<file path="src/rtl/core/lfpc_pkg.sv">
// Package for the length-framed packet checker: field widths, status and
// kind codes, register indexes and frame-size constants.
// Depends on nothing; every other file of the block takes names from it.
package lfpc_pkg;

	// Field widths.
	localparam int unsigned BYTE_W      = 8;
	localparam int unsigned COUNT_W     = 17;
	localparam int unsigned MAGIC_W     = 32;
	localparam int unsigned ID_W        = 16;
	localparam int unsigned SEQ_W       = 32;
	localparam int unsigned LEN_W       = 16;
	localparam int unsigned SUM_W       = 16;
	localparam int unsigned STATUS_W    = 3;
	localparam int unsigned CFG_INDEX_W = 1;
	localparam int unsigned CFG_DATA_W  = 32;

	// Frame layout.
	localparam logic [COUNT_W-1:0] HEADER_BYTES = COUNT_W'(12);
	localparam logic [COUNT_W-1:0] MIN_FRAME    = COUNT_W'(14);
	localparam logic [COUNT_W-1:0] COUNT_MAX    = {COUNT_W{1'b1}};

	// Register reset values.
	localparam logic [MAGIC_W-1:0] MAGIC_RESET        = '0;
	localparam logic [LEN_W-1:0]   MAX_DATAGRAM_RESET = LEN_W'(65507);

	// Configuration register indexes.
	localparam logic [CFG_INDEX_W-1:0] REG_MAGIC_WORD   = CFG_INDEX_W'(0);
	localparam logic [CFG_INDEX_W-1:0] REG_MAX_DATAGRAM = CFG_INDEX_W'(1);

	// Result kinds.
	localparam logic KIND_PAYLOAD = 1'b0;
	localparam logic KIND_STATUS  = 1'b1;

	// Frame verdicts.
	localparam logic [STATUS_W-1:0] STATUS_OK        = 3'd0;
	localparam logic [STATUS_W-1:0] STATUS_SHORT     = 3'd1;
	localparam logic [STATUS_W-1:0] STATUS_LONG      = 3'd2;
	localparam logic [STATUS_W-1:0] STATUS_BAD_MAGIC = 3'd3;
	localparam logic [STATUS_W-1:0] STATUS_LENGTH    = 3'd4;
	localparam logic [STATUS_W-1:0] STATUS_CHECKSUM  = 3'd5;

endpackage

</file>
<file path="src/rtl/core/lfpc_if.sv">
// Channel interfaces of the length-framed packet checker: the byte input,
// the result output and the configuration write channel.
// Depends on lfpc_pkg for the field widths.
interface lfpc_byte_if;
	logic                          valid;
	logic                          ready;
	logic [lfpc_pkg::BYTE_W-1:0]   byte_value;
	logic                          frame_end;

	modport source (output valid, byte_value, frame_end, input ready);
	modport sink   (input valid, byte_value, frame_end, output ready);
endinterface

interface lfpc_result_if;
	logic                            valid;
	logic                            ready;
	logic                            kind;
	logic [lfpc_pkg::BYTE_W-1:0]     data_byte;
	logic [lfpc_pkg::ID_W-1:0]       msg_ident;
	logic [lfpc_pkg::SEQ_W-1:0]      sequence_number;
	logic [lfpc_pkg::LEN_W-1:0]      payload_length;
	logic [lfpc_pkg::STATUS_W-1:0]   status;

	modport source (output valid, kind, data_byte, msg_ident, sequence_number,
		payload_length, status, input ready);
	modport sink   (input valid, kind, data_byte, msg_ident, sequence_number,
		payload_length, status, output ready);
endinterface

interface lfpc_cfg_if;
	logic                              valid;
	logic                              ready;
	logic [lfpc_pkg::CFG_INDEX_W-1:0]  index;
	logic [lfpc_pkg::CFG_DATA_W-1:0]   data;

	modport source (output valid, index, data, input ready);
	modport sink   (input valid, index, data, output ready);
endinterface

</file>
<file path="src/rtl/core/length_framed_packet_checker_unit.sv">
// Results are registered; the output register is refilled in the cycle it drains.
// Throughput: one byte per cycle while the output register is empty or drains.
// A payload byte appears once the following non-final byte is taken; the final byte
// gives the status transaction. Reset (arst_n low) clears the frame state, empties the
// output register and restores magic_word to 0 and max_datagram to 65507.
// Top level of the length-framed packet checker; uses lfpc_pkg and lfpc_if.
module length_framed_packet_checker_unit (
	input  logic                 clk,
	input  logic                 arst_n,
	lfpc_byte_if.sink            bytes,
	lfpc_result_if.source        results,
	lfpc_cfg_if.sink             cfg
);

	// Configuration registers.
	logic [lfpc_pkg::MAGIC_W-1:0] magic_word_q;
	logic [lfpc_pkg::LEN_W-1:0]   max_datagram_q;

	// Frame state.
	logic [lfpc_pkg::COUNT_W-1:0] byte_count_q;
	logic [lfpc_pkg::MAGIC_W-1:0] magic_seen_q;
	logic [lfpc_pkg::ID_W-1:0]    id_seen_q;
	logic [lfpc_pkg::SEQ_W-1:0]   sequence_seen_q;
	logic [lfpc_pkg::LEN_W-1:0]   length_seen_q;
	logic [lfpc_pkg::SUM_W-1:0]   lagged_sum_q;
	logic [lfpc_pkg::BYTE_W-1:0]  held_older_q;
	logic [lfpc_pkg::BYTE_W-1:0]  held_newer_q;

	// Output register.
	logic                          res_valid_q;
	logic                          kind_q;
	logic [lfpc_pkg::BYTE_W-1:0]   data_byte_q;
	logic [lfpc_pkg::ID_W-1:0]     msg_ident_q;
	logic [lfpc_pkg::SEQ_W-1:0]    sequence_q;
	logic [lfpc_pkg::LEN_W-1:0]    payload_length_q;
	logic [lfpc_pkg::STATUS_W-1:0] status_q;

	// Combinational values for the byte in flight.
	logic                          accept;
	logic [lfpc_pkg::COUNT_W-1:0]  total;
	logic [lfpc_pkg::MAGIC_W-1:0]  magic_nx;
	logic [lfpc_pkg::ID_W-1:0]     id_nx;
	logic [lfpc_pkg::SEQ_W-1:0]    sequence_nx;
	logic [lfpc_pkg::LEN_W-1:0]    length_nx;
	logic [lfpc_pkg::SUM_W-1:0]    computed_sum;
	logic [lfpc_pkg::SUM_W-1:0]    received_sum;
	logic [lfpc_pkg::STATUS_W-1:0] verdict;
	logic                          emit_payload;

	// A byte is taken whenever the output register is empty or drains now.
	assign bytes.ready = !res_valid_q || results.ready;
	assign accept      = bytes.valid && bytes.ready;
	assign cfg.ready   = 1'b1;

	// Saturating frame length including this byte.
	assign total = (byte_count_q == lfpc_pkg::COUNT_MAX) ? byte_count_q
		: byte_count_q + lfpc_pkg::COUNT_W'(1);

	// Merge the current byte into the header field that its position selects.
	always_comb begin
		magic_nx    = magic_seen_q;
		id_nx       = id_seen_q;
		sequence_nx = sequence_seen_q;
		length_nx   = length_seen_q;
		if (byte_count_q < lfpc_pkg::COUNT_W'(4)) begin
			magic_nx[8*byte_count_q[1:0] +: 8] = bytes.byte_value;
		end else if (byte_count_q < lfpc_pkg::COUNT_W'(6)) begin
			id_nx[8*(byte_count_q[0]) +: 8] = bytes.byte_value;
		end else if (byte_count_q < lfpc_pkg::COUNT_W'(10)) begin
			sequence_nx[8*(2'(byte_count_q[1:0] - 2'd2)) +: 8] = bytes.byte_value;
		end else if (byte_count_q < lfpc_pkg::HEADER_BYTES) begin
			length_nx[8*(byte_count_q[0]) +: 8] = bytes.byte_value;
		end
	end

	// Checksum: the trailing two bytes against the sum of all earlier ones.
	assign computed_sum = lagged_sum_q + lfpc_pkg::SUM_W'(held_older_q);
	assign received_sum = {bytes.byte_value, held_newer_q};

	// Verdict, first failing check wins.
	always_comb begin
		priority if (total < lfpc_pkg::MIN_FRAME) begin
			verdict = lfpc_pkg::STATUS_SHORT;
		end else if (total > {1'b0, max_datagram_q}) begin
			verdict = lfpc_pkg::STATUS_LONG;
		end else if (magic_nx != magic_word_q) begin
			verdict = lfpc_pkg::STATUS_BAD_MAGIC;
		end else if (total != lfpc_pkg::MIN_FRAME + {1'b0, length_nx}) begin
			verdict = lfpc_pkg::STATUS_LENGTH;
		end else if (received_sum != computed_sum) begin
			verdict = lfpc_pkg::STATUS_CHECKSUM;
		end else begin
			verdict = lfpc_pkg::STATUS_OK;
		end
	end

	// The held newer byte is payload once a later non-final byte arrives.
	assign emit_payload = !bytes.frame_end
		&& (byte_count_q > lfpc_pkg::HEADER_BYTES);

	// Configuration writes.
	always_ff @(posedge clk or negedge arst_n) begin
		if (!arst_n) begin
			magic_word_q   <= lfpc_pkg::MAGIC_RESET;
			max_datagram_q <= lfpc_pkg::MAX_DATAGRAM_RESET;
		end else if (cfg.valid && cfg.ready) begin
			unique case (cfg.index)
				lfpc_pkg::REG_MAGIC_WORD: begin
					magic_word_q <= cfg.data;
				end
				lfpc_pkg::REG_MAX_DATAGRAM: begin
					max_datagram_q <= cfg.data[lfpc_pkg::LEN_W-1:0];
				end
				default: begin
				end
			endcase
		end
	end

	// Frame state: advanced on every byte, cleared after the final one.
	always_ff @(posedge clk or negedge arst_n) begin
		if (!arst_n) begin
			byte_count_q    <= '0;
			magic_seen_q    <= '0;
			id_seen_q       <= '0;
			sequence_seen_q <= '0;
			length_seen_q   <= '0;
			lagged_sum_q    <= '0;
			held_older_q    <= '0;
			held_newer_q    <= '0;
		end else if (accept) begin
			if (bytes.frame_end) begin
				byte_count_q    <= '0;
				magic_seen_q    <= '0;
				id_seen_q       <= '0;
				sequence_seen_q <= '0;
				length_seen_q   <= '0;
				lagged_sum_q    <= '0;
				held_older_q    <= '0;
				held_newer_q    <= '0;
			end else begin
				byte_count_q    <= total;
				magic_seen_q    <= magic_nx;
				id_seen_q       <= id_nx;
				sequence_seen_q <= sequence_nx;
				length_seen_q   <= length_nx;
				lagged_sum_q    <= computed_sum;
				held_older_q    <= held_newer_q;
				held_newer_q    <= bytes.byte_value;
			end
		end
	end

	// Output register valid flag.
	always_ff @(posedge clk or negedge arst_n) begin
		if (!arst_n) begin
			res_valid_q <= 1'b0;
		end else if (accept && (bytes.frame_end || emit_payload)) begin
			res_valid_q <= 1'b1;
		end else if (results.ready) begin
			res_valid_q <= 1'b0;
		end
	end

	// Output register payload.
	always_ff @(posedge clk) begin
		if (accept && bytes.frame_end) begin
			kind_q           <= lfpc_pkg::KIND_STATUS;
			data_byte_q      <= '0;
			msg_ident_q      <= id_nx;
			sequence_q       <= sequence_nx;
			payload_length_q <= length_nx;
			status_q         <= verdict;
		end else if (accept && emit_payload) begin
			kind_q           <= lfpc_pkg::KIND_PAYLOAD;
			data_byte_q      <= held_newer_q;
			msg_ident_q      <= '0;
			sequence_q       <= '0;
			payload_length_q <= '0;
			status_q         <= lfpc_pkg::STATUS_OK;
		end
	end

	assign results.valid           = res_valid_q;
	assign results.kind            = kind_q;
	assign results.data_byte       = data_byte_q;
	assign results.msg_ident       = msg_ident_q;
	assign results.sequence_number = sequence_q;
	assign results.payload_length  = payload_length_q;
	assign results.status          = status_q;

`ifndef SYNTHESIS
	// The frame state restarts after every final byte.
	a_count_clears: assert property (@(posedge clk) disable iff (!arst_n)
		accept && bytes.frame_end |=> byte_count_q == '0)
		else $error("byte count not cleared after frame end");

	// A non-final byte past the first payload byte releases a payload transaction.
	a_payload_emitted: assert property (@(posedge clk) disable iff (!arst_n)
		accept && !bytes.frame_end && (byte_count_q > lfpc_pkg::HEADER_BYTES)
		|=> res_valid_q && kind_q == lfpc_pkg::KIND_PAYLOAD)
		else $error("payload byte not emitted");

	// The count never moves backwards within a frame.
	a_count_monotonic: assert property (@(posedge clk) disable iff (!arst_n)
		accept && !bytes.frame_end |=> byte_count_q >= $past(byte_count_q))
		else $error("byte count went backwards");

	// A final byte always yields a status transaction.
	a_status_emitted: assert property (@(posedge clk) disable iff (!arst_n)
		accept && bytes.frame_end |=> res_valid_q && kind_q == lfpc_pkg::KIND_STATUS)
		else $error("status transaction missing after frame end");
`endif

endmodule

</file>
<file path="src/flat_wrapper.sv">
// flat-port wrapper written by rule: the top's interface ports become plain ports
module length_framed_packet_checker_unit_flat 
  (clk, arst_n, bytes_valid, bytes_byte_value, bytes_frame_end, bytes_ready, results_valid, results_kind, results_data_byte, results_msg_ident, results_sequence_number, results_payload_length, results_status, results_ready, cfg_valid, cfg_index, cfg_data, cfg_ready);
  lfpc_byte_if bytes_i ();
  lfpc_result_if results_i ();
  lfpc_cfg_if cfg_i ();
  input  logic clk;
  input  logic arst_n;
  input wire logic [$bits(bytes_i.valid)-1:0] bytes_valid;
  input wire logic [$bits(bytes_i.byte_value)-1:0] bytes_byte_value;
  input wire logic [$bits(bytes_i.frame_end)-1:0] bytes_frame_end;
  output wire logic [$bits(bytes_i.ready)-1:0] bytes_ready;
  output wire logic [$bits(results_i.valid)-1:0] results_valid;
  output wire logic [$bits(results_i.kind)-1:0] results_kind;
  output wire logic [$bits(results_i.data_byte)-1:0] results_data_byte;
  output wire logic [$bits(results_i.msg_ident)-1:0] results_msg_ident;
  output wire logic [$bits(results_i.sequence_number)-1:0] results_sequence_number;
  output wire logic [$bits(results_i.payload_length)-1:0] results_payload_length;
  output wire logic [$bits(results_i.status)-1:0] results_status;
  input wire logic [$bits(results_i.ready)-1:0] results_ready;
  input wire logic [$bits(cfg_i.valid)-1:0] cfg_valid;
  input wire logic [$bits(cfg_i.index)-1:0] cfg_index;
  input wire logic [$bits(cfg_i.data)-1:0] cfg_data;
  output wire logic [$bits(cfg_i.ready)-1:0] cfg_ready;
  assign bytes_i.valid = bytes_valid;
  assign bytes_i.byte_value = bytes_byte_value;
  assign bytes_i.frame_end = bytes_frame_end;
  assign bytes_ready = bytes_i.ready;
  assign results_valid = results_i.valid;
  assign results_kind = results_i.kind;
  assign results_data_byte = results_i.data_byte;
  assign results_msg_ident = results_i.msg_ident;
  assign results_sequence_number = results_i.sequence_number;
  assign results_payload_length = results_i.payload_length;
  assign results_status = results_i.status;
  assign results_i.ready = results_ready;
  assign cfg_i.valid = cfg_valid;
  assign cfg_i.index = cfg_index;
  assign cfg_i.data = cfg_data;
  assign cfg_ready = cfg_i.ready;
  length_framed_packet_checker_unit u_core (.clk(clk), .arst_n(arst_n), .bytes(bytes_i), .results(results_i), .cfg(cfg_i));
endmodule
</file>
<file path="config.mk">
export PLATFORM = sky130hd
export DESIGN_NAME = length_framed_packet_checker_unit_flat
export DESIGN_NICKNAME = d
export VERILOG_FILES = /design/src/rtl/core/lfpc_pkg.sv /design/src/rtl/core/lfpc_if.sv /design/src/rtl/core/length_framed_packet_checker_unit.sv /design/src/flat_wrapper.sv
export SDC_FILE = /design/constraint.sdc
export NUM_CORES = 1
export LEC_CHECK = 0
export ABC_CLOCK_PERIOD_IN_PS = 5300
export BUFFER_PORTS_ARGS = -buffer_cell sky130_fd_sc_hd__buf_2
export CORE_MARGIN = 2
export CORE_UTILIZATION = 60
export DETAILED_ROUTE_END_ITERATION = 10
export PLACE_DENSITY = 0.92
export SYNTH_ARGS = -nofsm -noshare
export SYNTH_HDL_FRONTEND = slang
export SYNTH_SLANG_ARGS = --single-unit
</file>
<file path="constraint.sdc">
create_clock -name clk -period 5.3 [get_ports clk]
set_input_delay 1.06 -clock clk [delete_from_list [all_inputs] [get_ports clk]]
set_output_delay 1.06 -clock clk [all_outputs]
set_load 0.02 [all_outputs]
</file>
==> metrics.yaml <==
fp.dieW_um: 161
tightest_slew_ns: 1.13
ys_seq_area_share_pct: 47.5
finalSetupViolations: 0
final_nets: 1709
route.detailed.drc: 0
die_y_um: 161
cpPeakStageDelay_ns: 0.64
final-seq-area_sq_mm: 0.00706
clock_latency_ns: 0.57
clock_path_buffers: 3
wirelength_um: 42100
setup_tns_ns: 0
worstHoldPathType: "flop to flop"
drv_slew: 0
fin_crit_ns: 4.68
post_drt_wl_per_cell_um: 21.3
io_buffers: 124
period_share_pct: 88.4
nFillCells: 1753
end_kind: "flop"
antenna_found_initial: 0
crit_chain: "ha_1 > nand3_1 > nor2_1 > nand2_1 > mux2i_1 > inv_1 > ha_1 > nor2b_1 > o21a_1 > o21a_1 > o21ai_0 > nand2b_1 > a21oi_1 > o211ai_1 > a221o_1 > or2_0 > a2111oi_1"
via_count: 13099
ys_top_cells_by_count: "nand2_1 (232), dfrtp_1 (181), o21ai_0 (129), nor2_1 (95), clkbuf_1 (79)"
grt_pass1_vias: 12402
ys_ff_latch: 270
worstPathRequired_ns: 5.64
synth_top_area_share_pct: 30.4
synthFlopType: "dfrtp_1"
dp_cells: 1923
crit_fanout: 14
drtPass1Iterations: 6
multi_input_area_sq_mm: 0.00727
clk_pin_slew_ns: 0.07
drv_cap: 0
syn_nets: 1636
htree_levels: 1
synthCells: 1556
relSlewSlack_pct: 24.0
hold_viol: 0
stdcell_area_sq_mm: 0.0166
final_cells: 1975
vdd_drop_max_uv: 352
cts_tree: "built"
critPathTopFamily: "compound AO/OA/AOI/OAI gates"
netlist_area_sq_mm: 0.0149
die-area_sq_mm: 0.0261
cts_resized: 0
cp.arrival_ns: 5.03
cts_root_buf: "clkbuf_16"
diodes: 0
worst-setup-path-type: "flop to flop"
grt_max_degree: 125
async_flop_share_pct: 71.9
grt-ovfl-total: 0
place_area_sq_mm: 0.0157
cts.sinks: 270
synth_cell_types: 85
p_per_area_mw_per_mm2: 393
place_congestion: 0.966
row_count: 57
power_uw: 6510
status: "finished clean"
cts_made_buffers: 28
num_io_pins: 126
postCtsHoldBufs: 0
grt_pass1_wl_um: 66500
fmax_mhz: 213
start_kind: "flop"
leakage_uw: 0.00684
synth.most_common_cell: "nand2_1"
skew_ns: 0.0214
synth.top_cells.by_area: "dfrtp_1 (30%), edfxtp_1 (14%), nand2_1 (5.9%)"
slowest_stage: "dfrtp_1"
rsz0062_at_grt: "no"
yosysTopAreaCell: "dfrtp_1"
synth-edff-count: 67
start_util_pct: 61.2
ant_nets: 0
drive_gt1_share_pct: 16.4
path_buf_inv: 1
dp_hpwl_um: 27900
fp.coreArea_sq_mm: 0.0243
yosysWarnings: 0
post_cts_buffers: 0
grt_use_total_pct: 31.9
avgSynthCellArea_sq_um: 9.56
whs_ns: 0.478
drtIter0Drc: 1844
area_delta_synth_final_pct: 11.4
vias_per_cell: 6.63
==> path summary, 6_finish.rpt <==
path | start | slack [ns] | cells past startpoint | to
max | u_core.byte_count_q[1] | 0.62 | 17 | u_core.results.status[2]
min | u_core.held_older_q[5] | 0.48 | 2 | u_core.held_older_q[5]
max reg2reg | u_core.byte_count_q[1] | 0.62 | 17 | u_core.results.status[2]
min reg2reg | u_core.held_older_q[5] | 0.48 | 2 | u_core.held_older_q[5]
max in group asynchronous | arst_n | 3.53 | 2 | u_core.byte_count_q[0]
min in group asynchronous | arst_n | 0.66 | 1 | u_core.magic_word_q[1]
==> through the flow <==
stage | util, % | worst slack (ns)
2_1_floorplan | - | 1.01
3_3_place_gp | 64.5 | 0.908
5_1_grt | 68.2 | 0.244
6_report | 68.2 | 0.615
3_5_place_dp | 64.5 | 0.720
4_1_cts | 68.2 | 0.717
==> cells by family (layout without fill, tap and decap cells) <==
kind of cell               count (synthesis)  after routing  synth area share, %
buffers and inverters                    140            235                 3.77
AOI/OAI and AO/OA                        395            395                 17.0
DFF                                      270            270                 47.5
muxes                                     83             83                 6.03
xor gates and xnor gates                  60             60                 3.62
and+or+nand+nor                          574            574                 19.3
adders and majority gates                 33             33                 2.83
other                                      1              1               0.0252
==> worst reg2reg max path, stage by stage (launching register included) <==
cell and delay (ns):
dfrtp_1 0.64, ha_1 0.30, nand3_1 0.15, nor2_1 0.55, nand2_1 0.30, mux2i_1 0.26, inv_1 0.07, ha_1 0.29
nor2b_1 0.13, o21a_1 0.16, o21a_1 0.16, o21ai_0 0.15, nand2b_1 0.07, a21oi_1 0.14, o211ai_1 0.14, a221o_1 0.38
or2_0 0.22, a2111oi_1 0.36
==> layer usage <==
metal	routed length, um	track usage, %	vias to the layer above
met4	1760	12.6	0
met5	0	0	-
met2	19600	51.2	912
met1	16500	43.6	6252
li1	-	-	5769
met3	4290	5.60	166
==> power by group <==
| part | internal (uW) | leakage [uW] | switching [uW] | total (uW) |
|---|---|---|---|---|
| registers | 2500 | 0.00324 | 296 | 2790 |
| logic | 674 | 0.00317 | 1110 | 1780 |
| clock network | 1090 | 0.000429 | 841 | 1930 |
| total | 4260 | 0.00684 | 2250 | 6510 |
==> cell type report <==
type,count,share of cell area [%]
tap,324,2.45
inverter,38,0.860
multi-input combinational,1146,43.9
timing repair buffer,145,4.82
sequential,270,42.6
clock buffer,38,4.51
clock inverter,14,0.898
==> sequential cells by signal (all words and copies together), names as in the netlist, 17 cells and up <==
name                            count
u_core.magic_word_q                32
u_core.sequence_seen_q             32
u_core.results.sequence_number     32
u_core.magic_seen_q                32
u_core.byte_count_q                17
==> layout by cell type, fill, tap and decap left out, types with 33 or more instances in the layout <==
master and instances:
a22oi_1 37, buf_2 123, nor2_1 95, inv_1 37
dfrtp_1 181, nand2_1 229, xnor2_1 39, nand3_1 51
edfxtp_1 67, o21ai_0 129, mux2i_1 33, mux2_2 49
a21oi_1 69
Note: power is estimated with default switching activity, not from simulation.
